--- src/design/fpr_pkg.sv ---
// Shared types and constants for the flight phase recorder.
`timescale 1ns / 1ps

package fpr_pkg;

   localparam int SLOTS_PER_PAGE = 4;

   localparam int ALT_W      = 24;
   localparam int LAUNCH_W   = 21;
   localparam int MARGIN_W   = 17;
   localparam int LAND_W     = 22;
   localparam int HOLD_W     = 16;
   localparam int PAGE_W     = 24;
   localparam int SLOT_W     = 6;
   localparam int CSR_IDX_W  = 3;
   localparam int CSR_DATA_W = 24;
   localparam int REQ_DATA_W = 24;
   localparam int RSP_DATA_W = 64;
   localparam int RSP_USED_W = 62;

   localparam logic [CSR_IDX_W-1:0] REG_LAUNCH_ALT  = 3'd0;
   localparam logic [CSR_IDX_W-1:0] REG_APOGEE_MARG = 3'd1;
   localparam logic [CSR_IDX_W-1:0] REG_LAND_ALT    = 3'd2;
   localparam logic [CSR_IDX_W-1:0] REG_LAND_HOLD   = 3'd3;
   localparam logic [CSR_IDX_W-1:0] REG_PAGE_CAP    = 3'd4;

   localparam logic [LAUNCH_W-1:0] LAUNCH_ALT_RESET  = 21'd3000;
   localparam logic [MARGIN_W-1:0] APOGEE_MARG_RESET = 17'd500;
   localparam logic [LAND_W-1:0]   LAND_ALT_RESET    = 22'd1000;
   localparam logic [HOLD_W-1:0]   LAND_HOLD_RESET   = 16'd100;
   localparam logic [PAGE_W-1:0]   PAGE_CAP_RESET    = 24'd65536;

   typedef enum logic [1:0] {
      PH_PRELAUNCH = 2'd0,
      PH_ASCEND    = 2'd1,
      PH_DESCEND   = 2'd2,
      PH_DONE      = 2'd3
   } phase_type;

   typedef struct packed {
      logic [LAUNCH_W-1:0]      launch_alt;
      logic [MARGIN_W-1:0]      apogee_margin;
      logic signed [LAND_W-1:0] land_alt;
      logic [HOLD_W-1:0]        land_hold;
      logic [PAGE_W-1:0]        page_capacity;
   } config_type;

   typedef struct packed {
      phase_type               phase;
      logic signed [ALT_W-1:0] peak_alt;
      logic [HOLD_W-1:0]       low_hold;
      logic [SLOT_W-1:0]       slot;
      logic [PAGE_W-1:0]       page;
   } state_type;

   typedef struct packed {
      logic              full_stop;
      logic              landed_event;
      logic              apogee_event;
      logic              launch_event;
      logic [PAGE_W-1:0] flush_page;
      logic              flush;
      logic [PAGE_W-1:0] page_index;
      logic [SLOT_W-1:0] slot_index;
      logic              recorded;
      phase_type         phase;
   } result_type;

endpackage

--- src/design/fpr_step.sv ---
// Next-state and result logic for one altitude sample.
`timescale 1ns / 1ps

module fpr_step (
   input  fpr_pkg::config_type              cfg,
   input  fpr_pkg::state_type               state,
   input  logic signed [fpr_pkg::ALT_W-1:0] altitude,
   output fpr_pkg::state_type               state_next,
   output fpr_pkg::result_type              result
);

   localparam logic [fpr_pkg::SLOT_W:0] SLOTS =
      (fpr_pkg::SLOT_W + 1)'(fpr_pkg::SLOTS_PER_PAGE);

   logic signed [fpr_pkg::ALT_W:0]   alt_ext;
   logic signed [fpr_pkg::ALT_W:0]   peak_ext;
   logic signed [fpr_pkg::ALT_W:0]   launch_ext;
   logic signed [fpr_pkg::ALT_W+1:0] peak_floor;
   logic signed [fpr_pkg::ALT_W:0]   land_ext;
   logic [fpr_pkg::SLOT_W:0]         slot_inc;
   logic [fpr_pkg::HOLD_W-1:0]       hold_new;
   logic                             page_full;

   always_comb begin
      alt_ext    = {altitude[fpr_pkg::ALT_W-1], altitude};
      peak_ext   = {state.peak_alt[fpr_pkg::ALT_W-1], state.peak_alt};
      launch_ext = $signed({4'b0000, cfg.launch_alt});
      peak_floor = $signed({{2{state.peak_alt[fpr_pkg::ALT_W-1]}}, state.peak_alt})
                 - $signed({9'd0, cfg.apogee_margin});
      land_ext   = $signed({{3{cfg.land_alt[fpr_pkg::LAND_W-1]}}, cfg.land_alt});
      slot_inc   = {1'b0, state.slot} + (fpr_pkg::SLOT_W + 1)'(1);
      page_full  = slot_inc >= SLOTS;
      if (alt_ext > land_ext) begin
         hold_new = '0;
      end else if (state.low_hold != '1) begin
         hold_new = state.low_hold + fpr_pkg::HOLD_W'(1);
      end else begin
         hold_new = state.low_hold;
      end

      state_next = state;
      result     = '0;

      case (state.phase)
         fpr_pkg::PH_PRELAUNCH: begin
            if (alt_ext >= launch_ext) begin
               result.launch_event = 1'b1;
               state_next.slot     = '0;
               state_next.page     = '0;
               state_next.phase    = fpr_pkg::PH_ASCEND;
            end
         end
         fpr_pkg::PH_ASCEND, fpr_pkg::PH_DESCEND: begin
            if (state.page >= cfg.page_capacity) begin
               result.full_stop = 1'b1;
               state_next.phase = fpr_pkg::PH_DONE;
            end else begin
               result.recorded   = 1'b1;
               result.slot_index = state.slot;
               result.page_index = state.page;
               if (page_full) begin
                  result.flush      = 1'b1;
                  result.flush_page = state.page;
                  state_next.page   = state.page + fpr_pkg::PAGE_W'(1);
                  state_next.slot   = '0;
               end else begin
                  state_next.slot = slot_inc[fpr_pkg::SLOT_W-1:0];
               end
               if (state.phase == fpr_pkg::PH_ASCEND) begin
                  if (alt_ext > peak_ext) begin
                     state_next.peak_alt = altitude;
                  end else if ($signed({alt_ext[fpr_pkg::ALT_W], alt_ext}) < peak_floor) begin
                     result.apogee_event = 1'b1;
                     state_next.phase    = fpr_pkg::PH_DESCEND;
                  end
               end else begin
                  state_next.low_hold = hold_new;
                  if (hold_new >= cfg.land_hold) begin
                     result.landed_event = 1'b1;
                     state_next.phase    = fpr_pkg::PH_DONE;
                     if (!page_full) begin
                        result.flush      = 1'b1;
                        result.flush_page = state.page;
                        state_next.page   = state.page + fpr_pkg::PAGE_W'(1);
                     end
                  end
               end
            end
         end
         default: begin
         end
      endcase

      result.phase = state_next.phase;
   end

endmodule

--- src/design/flight_phase_recorder_unit.sv ---
// Top level of the flight phase recorder with its register file and output register.
// Output: a registered result appears in the cycle after its sample is accepted.
// Throughput: one sample per cycle unless the receiver stalls; the phase, peak,
// hold and page registers update in the same cycle that accepts the sample.
// Reset: synchronous and active high; the phase returns to prelaunch, all
// counters clear and the configuration registers take their default values.
`timescale 1ns / 1ps

module flight_phase_recorder_unit (
   input  logic                               clock,
   input  logic                               reset,
   input  logic                               csr_we,
   input  logic [fpr_pkg::CSR_IDX_W-1:0]      csr_index,
   input  logic [fpr_pkg::CSR_DATA_W-1:0]     csr_wdata,
   input  logic                               req_tvalid,
   output logic                               req_tready,
   // Fields from bit 0: altitude_cm.
   input  logic [fpr_pkg::REQ_DATA_W-1:0]     req_tdata,
   output logic                               rsp_tvalid,
   input  logic                               rsp_tready,
   // Fields from bit 0: phase, recorded, slot_index, page_index, flush,
   // flush_page, launch_event, apogee_event, landed_event, full_stop, zero fill.
   output logic [fpr_pkg::RSP_DATA_W-1:0]     rsp_tdata
);

   fpr_pkg::config_type cfg_ff;
   fpr_pkg::state_type  state_ff;
   fpr_pkg::state_type  state_in;
   fpr_pkg::result_type result_in;
   fpr_pkg::result_type result_ff;
   logic                rsp_valid_ff;
   logic                take;

   assign req_tready = !rsp_valid_ff || rsp_tready;
   assign take       = req_tvalid && req_tready;
   assign rsp_tvalid = rsp_valid_ff;
   assign rsp_tdata  = {{(fpr_pkg::RSP_DATA_W - fpr_pkg::RSP_USED_W){1'b0}}, result_ff};

   fpr_step u_step (
      .cfg        (cfg_ff),
      .state      (state_ff),
      .altitude   ($signed(req_tdata[fpr_pkg::ALT_W-1:0])),
      .state_next (state_in),
      .result     (result_in)
   );

   always_ff @(posedge clock) begin
      if (reset) begin
         cfg_ff.launch_alt    <= fpr_pkg::LAUNCH_ALT_RESET;
         cfg_ff.apogee_margin <= fpr_pkg::APOGEE_MARG_RESET;
         cfg_ff.land_alt      <= fpr_pkg::LAND_ALT_RESET;
         cfg_ff.land_hold     <= fpr_pkg::LAND_HOLD_RESET;
         cfg_ff.page_capacity <= fpr_pkg::PAGE_CAP_RESET;
      end else if (csr_we) begin
         case (csr_index)
            fpr_pkg::REG_LAUNCH_ALT:
               cfg_ff.launch_alt <= csr_wdata[fpr_pkg::LAUNCH_W-1:0];
            fpr_pkg::REG_APOGEE_MARG:
               cfg_ff.apogee_margin <= csr_wdata[fpr_pkg::MARGIN_W-1:0];
            fpr_pkg::REG_LAND_ALT:
               cfg_ff.land_alt <= $signed(csr_wdata[fpr_pkg::LAND_W-1:0]);
            fpr_pkg::REG_LAND_HOLD:
               cfg_ff.land_hold <= csr_wdata[fpr_pkg::HOLD_W-1:0];
            fpr_pkg::REG_PAGE_CAP:
               cfg_ff.page_capacity <= csr_wdata[fpr_pkg::PAGE_W-1:0];
            default: begin
            end
         endcase
      end
   end

   always_ff @(posedge clock) begin
      if (reset) begin
         state_ff     <= '0;
         rsp_valid_ff <= 1'b0;
      end else begin
         if (take) begin
            state_ff <= state_in;
         end
         if (take) begin
            rsp_valid_ff <= 1'b1;
         end else if (rsp_tready) begin
            rsp_valid_ff <= 1'b0;
         end
      end
   end

   always_ff @(posedge clock) begin
      if (take) begin
         result_ff <= result_in;
      end
   end

endmodule

--- config.mk ---
export PLATFORM = sky130hd
export DESIGN_NAME = flight_phase_recorder_unit
export DESIGN_NICKNAME = d
export VERILOG_FILES = /design/src/design/fpr_pkg.sv /design/src/design/fpr_step.sv /design/src/design/flight_phase_recorder_unit.sv
export SDC_FILE = /design/constraint.sdc
export NUM_CORES = 1
export LEC_CHECK = 0
export BUFFER_PORTS_ARGS = -buffer_cell sky130_fd_sc_hd__buf_2
export CORE_UTILIZATION = 45
export CTS_CLUSTER_SIZE = 20
export DETAILED_ROUTE_END_ITERATION = 12
export PLACE_DENSITY = 0.62
export SETUP_SLACK_MARGIN = 0.02
export SYNTH_ARGS = -nofsm -noshare
export SYNTH_HDL_FRONTEND = slang
export SYNTH_SLANG_ARGS = --single-unit
--- constraint.sdc ---
create_clock -name clock -period 5.3 [get_ports clock]
set_clock_uncertainty 0.05 [all_clocks]
set_input_delay 1.06 -clock clock [delete_from_list [all_inputs] [get_ports clock]]
set_output_delay 1.06 -clock clock [all_outputs]
set_load 0.01 [all_outputs]
== Word level (Yosys, flattened, before mapping) ==
Cells that the tools add are included.

* Bits in registers: 235
* Bits of input ports: 56
* Logic and storage cells: 91

* Add/sub/neg operators: 4
* $lt $le $gt $ge: 7
* Equality and inequality tests: 9
* Muxes and demuxes: 28
* Bitwise logic cells: 3
* Reduce and logical (&&, ||, !) cells: 19

{| class="wikitable"
|+ Operators by type and width
! kind !! count
|-
| $mux 25 || 4
|-
| $mux 24 || 4
|-
| $mux 30 || 2
|-
| $pmux 30 s2 || 1
|-
| $mux 16 || 2
|-
| $lt 24x25->1 || 1
|-
| $sub 24x18->25 || 1
|-
| $add 24x1->24 const B || 1
|-
| $ge 24x22->1 || 1
|-
| $ge 24x24->1 || 1
|-
| $gt 24x22->1 || 1
|-
| $gt 24x24->1 || 1
|-
| $add 16x1->16 const B || 1
|-
| $ge 16x16->1 || 1
|-
| $ne 16x16->1 const B || 1
|-
| $mux 2 || 6
|-
| $reduce_and 2->1 || 5
|-
| $reduce_and 4->1 || 2
|-
| $add 6x1->7 const B || 1
|-
| $ge 7x3->1 const B || 1
|-
| $mux 1 || 7
|-
| $eq 3x2->1 const B || 2
|-
| $mux 6 || 1
|-
| $reduce_and 5->1 || 1
|-
| 17 further kinds || 21
|}

== Logic depth before layout (Yosys ltp) ==
* Word-level depth: 8
* Mapped depth: 21
* Depth with buffers taken out: 21

== By module ==
From an unflattened synthesis, not the netlist that was laid out.

* Cells, all modules: 1852
* Area, all modules: 15413.5 um2

{| class="wikitable"
|+ Modules (own cells, without submodules)
! module !! times used !! cells each !! area each (um2) !! seq. area each (um2)
|-
| flight_phase_recorder_unit || 1 || 831 || 8473.1 || 5325.1
|-
| fpr_step || 1 || 1021 || 6940.4 || 0.0
|}

== Least setup slack after synthesis ==
No wires, ideal clock.

* Kind: input to register
* Start point: input req_tdata[12] (netlist name)
* End point: register state_ff[13] (netlist name)
* Setup time: 0.070 ns
* Data arrival time: 5.167 ns
* Path slack: 0.012 ns
* Cell stages on the path: 19
* Buffers on the path: 2
* Cell sequence: ha_1 -> a22o_1 -> nor4_1 -> o21ai_0 -> a31o_2 -> or4b_1 -> nand3_1 -> clkbuf_1 -> nand2_1 -> ha_1 -> nand2b_1 -> a31oi_1 -> o21ai_0 -> a31oi_1 -> nor2b_1 -> a2111o_1 -> clkbuf_2 -> or3_1 -> a21oi_1

* Cells in the longest elaborated chain, start to end: 7
* Elaborated cells between the ends (all ways): 10
* Those cells by class: order compare: 3; eq/ne: 1; mux: 5; reduce/logical: 1

{| class="wikitable"
|+ RTL lines
! what !! RTL line !! RTL
|-
| start, declared || flight_phase_recorder_unit.sv:18 || <nowiki>input logic [fpr_pkg::REQ_DATA_W-1:0] req_tdata,</nowiki>
|-
| $gt 24x22->1 || fpr_step.sv:33 || <nowiki>if (alt_ext > land_ext) begin</nowiki>
|-
| $mux 16 || fpr_step.sv:33 ||
|-
| $ge 16x16->1 || fpr_step.sv:78 || <nowiki>if (hold_new >= cfg.land_hold) begin</nowiki>
|-
| $mux 24 || fpr_step.sv:78 ||
|-
| $mux 24 || fpr_step.sv:69 || <nowiki>if (state.phase == fpr_pkg::PH_ASCEND) begin</nowiki>
|-
| $mux 30 || fpr_step.sv:54 || <nowiki>if (state.page >= cfg.page_capacity) begin</nowiki>
|-
| $pmux 30 s2 || fpr_step.sv:44 || <nowiki>case (state.phase)</nowiki>
|-
| end signal, assigned || flight_phase_recorder_unit.sv:78 || <nowiki>state_ff <= state_in;</nowiki>
|-
| end, declared || flight_phase_recorder_unit.sv:27 || <nowiki>fpr_pkg::state_type state_ff;</nowiki>
|}

Several ways; a longest one is shown, not always the timed one. The select of a mux whose other input is x is not followed.
A chain may end at the register's enable or synchronous reset.

== Final worst setup path ==
* Start point: input req_tdata[7] (netlist name)
* End point: register state_ff[15] (netlist name)

The elaborated chain is that of the path after synthesis.

==> reports/results.txt <==
CP Launch Type: primary input
Worst EP arrival: 5470 ps
Top post-synthesis cells by count: nand2_1, dfxtp_1, a21oi_1
CTS tree: yes
GPL Wtd Cong: 0.866
Slew Limit Fails: 0
DR pass1 iterations: 6
# diodes: 0
H-tree levels: 1
Syn Area/Cell: 8.51 um2
Post-route design area: 16,100 um2
Final nets: 1,977
DRT iter0 DRCs: 662
Synth top area share: 25.4%
Commonest register cell after synthesis: dfxtp_1
# hold bufs at CTS: 0
Critical path's largest stage delay: 590 ps
Tcrit/Tclk final: 95.2%
RR Startpoint: cfg_ff[63]
Area after DPL: 15,000 um2
Seq pwr share: 42.9%
FMAX: 0.198 GHz
Global router's overall resource usage: 23.5%
Clk buf depth: 3
Gate power share: 11.0%
RSZ-0062 raised after global routing: false
Skew-Pair Late Insertion Delay: 550 ps
Initial Util: 45.8%
Crit path max-delay family: compound AO/OA/AOI/OAI gates
Top-count cell post-synth: nand2_1
CP Data Required Time: 5720 ps
Worst Hold Class: reg2reg
Worst slew margin: 22.6%
Hold Startpoint: cfg_ff[50]
Max_cap viols: 0
Slowest CP cell: or4b_4
Grt ovf: 0
Filler instances: 2,783
Worst IR Drop VDD: 227 uV
Unique masters post-synth: 65
Power per cell area: 276 nW/um2
R2r setup slk: 320 ps
DP HPWL: 27,100 um
Fraction of layout cells with a size suffix above 1: 15.1%
Post-Layout Cell Count: 2,173
Syn Std Cell Area: 13,600 um2
Synth area leaders: dfxtp_1, ha_1, edfxtp_1, nand2_1, a21oi_1
Post-synth EDFFs: 62
Setup violators final: 0
Leakage power: 6.81 nW
Worst Setup End Kind: flop
Layout Area Growth over Synthesis: 18.4%
CP dominant cell by count: buf_4
Synth warnings: 0
Register area share after synthesis: 39.1%
Io pins: 122
Switching share of power: 25.0%
Chip width: 176 um
Placed insts: 2,122
R2R cell count: 22
Worst-margin pin slew: 1160 ps
Largest net degree at the start of global routing: 103
Num rows: 63
Worst Hold End: cfg_ff[50]
Final Hold Vio Count: 0
Power Internal: 3.33 mW
Psw: 1.11 mW
CTS Sinks: 235
# DRC: 0
Port buffer count: 119
Placeable Area: 29,700 um2
Reg clk slew, reported paths: 60 ps
RR Endpoint: rsp_tdata[1]
DRT Wirelength: 36,500 um
Crit Path Class: in2reg
Drt via density: 5.45
Routed via count: 11,850
Vias in the first global route: 11,274
Die Ht: 176 um
Worst Path Max Fanout: 20
Run status: finished clean
Global-route wire length before repair: 58,600 um
Post-route minimum period: 5040 ps
CP cell instances: buf_2, ha_1, a2111oi_0, buf_4, a31oi_2, or4b_4, buf_4, nand3_1, nand2_1, ha_1, nand2b_1, a31oi_1, o21ai_1, a31oi_2, nor2b_1, a2111o_1, buf_4, or3_1, a21oi_1
Flops & latches, synth: 235
CTS root buf: clkbuf_16
Clock power frac: 46.1%
Worst path buffer plus inverter count: 4
Routed wire per std cell: 16.8 um
Die ar.: 31,000 um2
DRT antenna net count: 0
Ys async rst share: 0%
TNS Setup: 0 ps
Cts bufs inserted: 27
Antenna violations before repair: 0
Syn Inst Count: 1,600
Cell taking the most area after synthesis: dfxtp_1
Hold depth: 2
-- worst max-delay path by stage --
stage	to	slack [ps]	startpoint	cells past startpoint
after floorplan	state_ff[13]	20	req_tdata[20]	20
after global placement	state_ff[13]	-350	req_tdata[20]	20
after detailed placement	state_ff[13]	-520	req_tdata[20]	20
after CTS	state_ff[13]	30	req_tdata[20]	20
after global routing	state_ff[21]	10	req_tdata[12]	22
final	state_ff[15]	260	req_tdata[7]	19
-- worst register-to-register path, delay by kind of cell, from the launching register on --
kind                       cells  cell delay, ps
AOI/OAI and AO/OA             10            2090
and+or+nand+nor                5            1060
buffers and inverters          4             580
adders and majority gates      2             580
DFF                            1             330
xor gates and xnor gates       1              60
-- timing repair --
action                     4_1_cts  5_1_grt
buffers inserted                 0        1
setup endpoints to repair        0       47
resized for setup                0       22
-- metal layers --
metal / up-vias / GRT usage [%] / part of all wire (%)
li1: 5959 / - / -
met3: 53 / 2.91 / 5.0
met4: 0 / 6.88 / 2.6
met2: 279 / 39.6 / 46
met1: 5559 / 31.6 / 46
met5: - / 0 / 0
-- stage by stage --
stage / power, mW / worst slack [ps] / utilization [%] / hold WS (ps)
floorplan: 2.22 / 23.1 / - / 386
global placement: 2.41 / -345 / 50.6 / 393
detailed placement: 2.43 / -519 / 50.6 / 397
CTS: 4.47 / 32.8 / 53.9 / 405
global route: 4.61 / 10.4 / 54.2 / 420
finish: 4.44 / 257 / 54.2 / 402
-- cell usage in the layout, fill, tap and decap left out, types with 8 or more instances in the layout --
cell,netlist,final
a21o_1,14,14
or4_1,12,12
edfxtp_1,62,62
ha_1,158,158
and3_1,44,43
buf_2,1,118
o21a_1,9,9
dfxtp_1,173,173
nand2b_1,11,11
nand2_1,250,250
or3_1,19,18
inv_1,150,149
nor2b_1,8,8
mux2i_1,26,26
clkbuf_16,0,28
xor2_1,12,12
o21ai_0,53,50
o211ai_1,38,38
and2_1,37,37
xnor2_1,20,20
nand3_1,43,43
buf_4,2,80
nor2_1,69,67
nor3_1,22,22
a21oi_1,166,165
nand4_1,39,39
-- flip-flops by register name, indices dropped and copies added, names as in the netlist --
| register | count |
|---|---|
| cfg_ff | 100 |
| rsp_tvalid | 1 |
| state_ff | 72 |
| rsp_tdata | 62 |
-- cell families after synthesis --
| group | synth area share, % |
|---|---|
| DFF | 39.1 |
| and+or+nand+nor | 20.4 |
| buffers and inverters | 6.08 |
| xor gates and xnor gates | 2.06 |
| adders and majority gates | 14.7 |
| AOI/OAI and AO/OA | 15.7 |
| other | 0.0275 |
| muxes | 1.99 |
-- final cells by class --
| type | instances | area, um2 | share of cell area, % |
|---|---|---|---|
| timing repair buffer | 199 | 1200 | 7.46 |
| inverter | 151 | 567 | 3.52 |
| multi-input combinational | 1148 | 7560 | 46.9 |
| clock buffer | 32 | 716 | 4.44 |
| tap | 390 | 488 | 3.03 |
| clock inverter | 18 | 262 | 1.62 |
| sequential | 235 | 5330 | 33.0 |
-- power by group through the flow --
stage	combinational, mW	sequential (mW)	clock, mW
floorplan	0.264	1.96	0
global placement	0.471	1.94	0
detailed placement	0.480	1.94	0
CTS	0.483	1.91	2.08
global route	0.546	1.91	2.15
finish	0.489	1.90	2.05
Note: power is estimated with default switching activity, not from simulation.
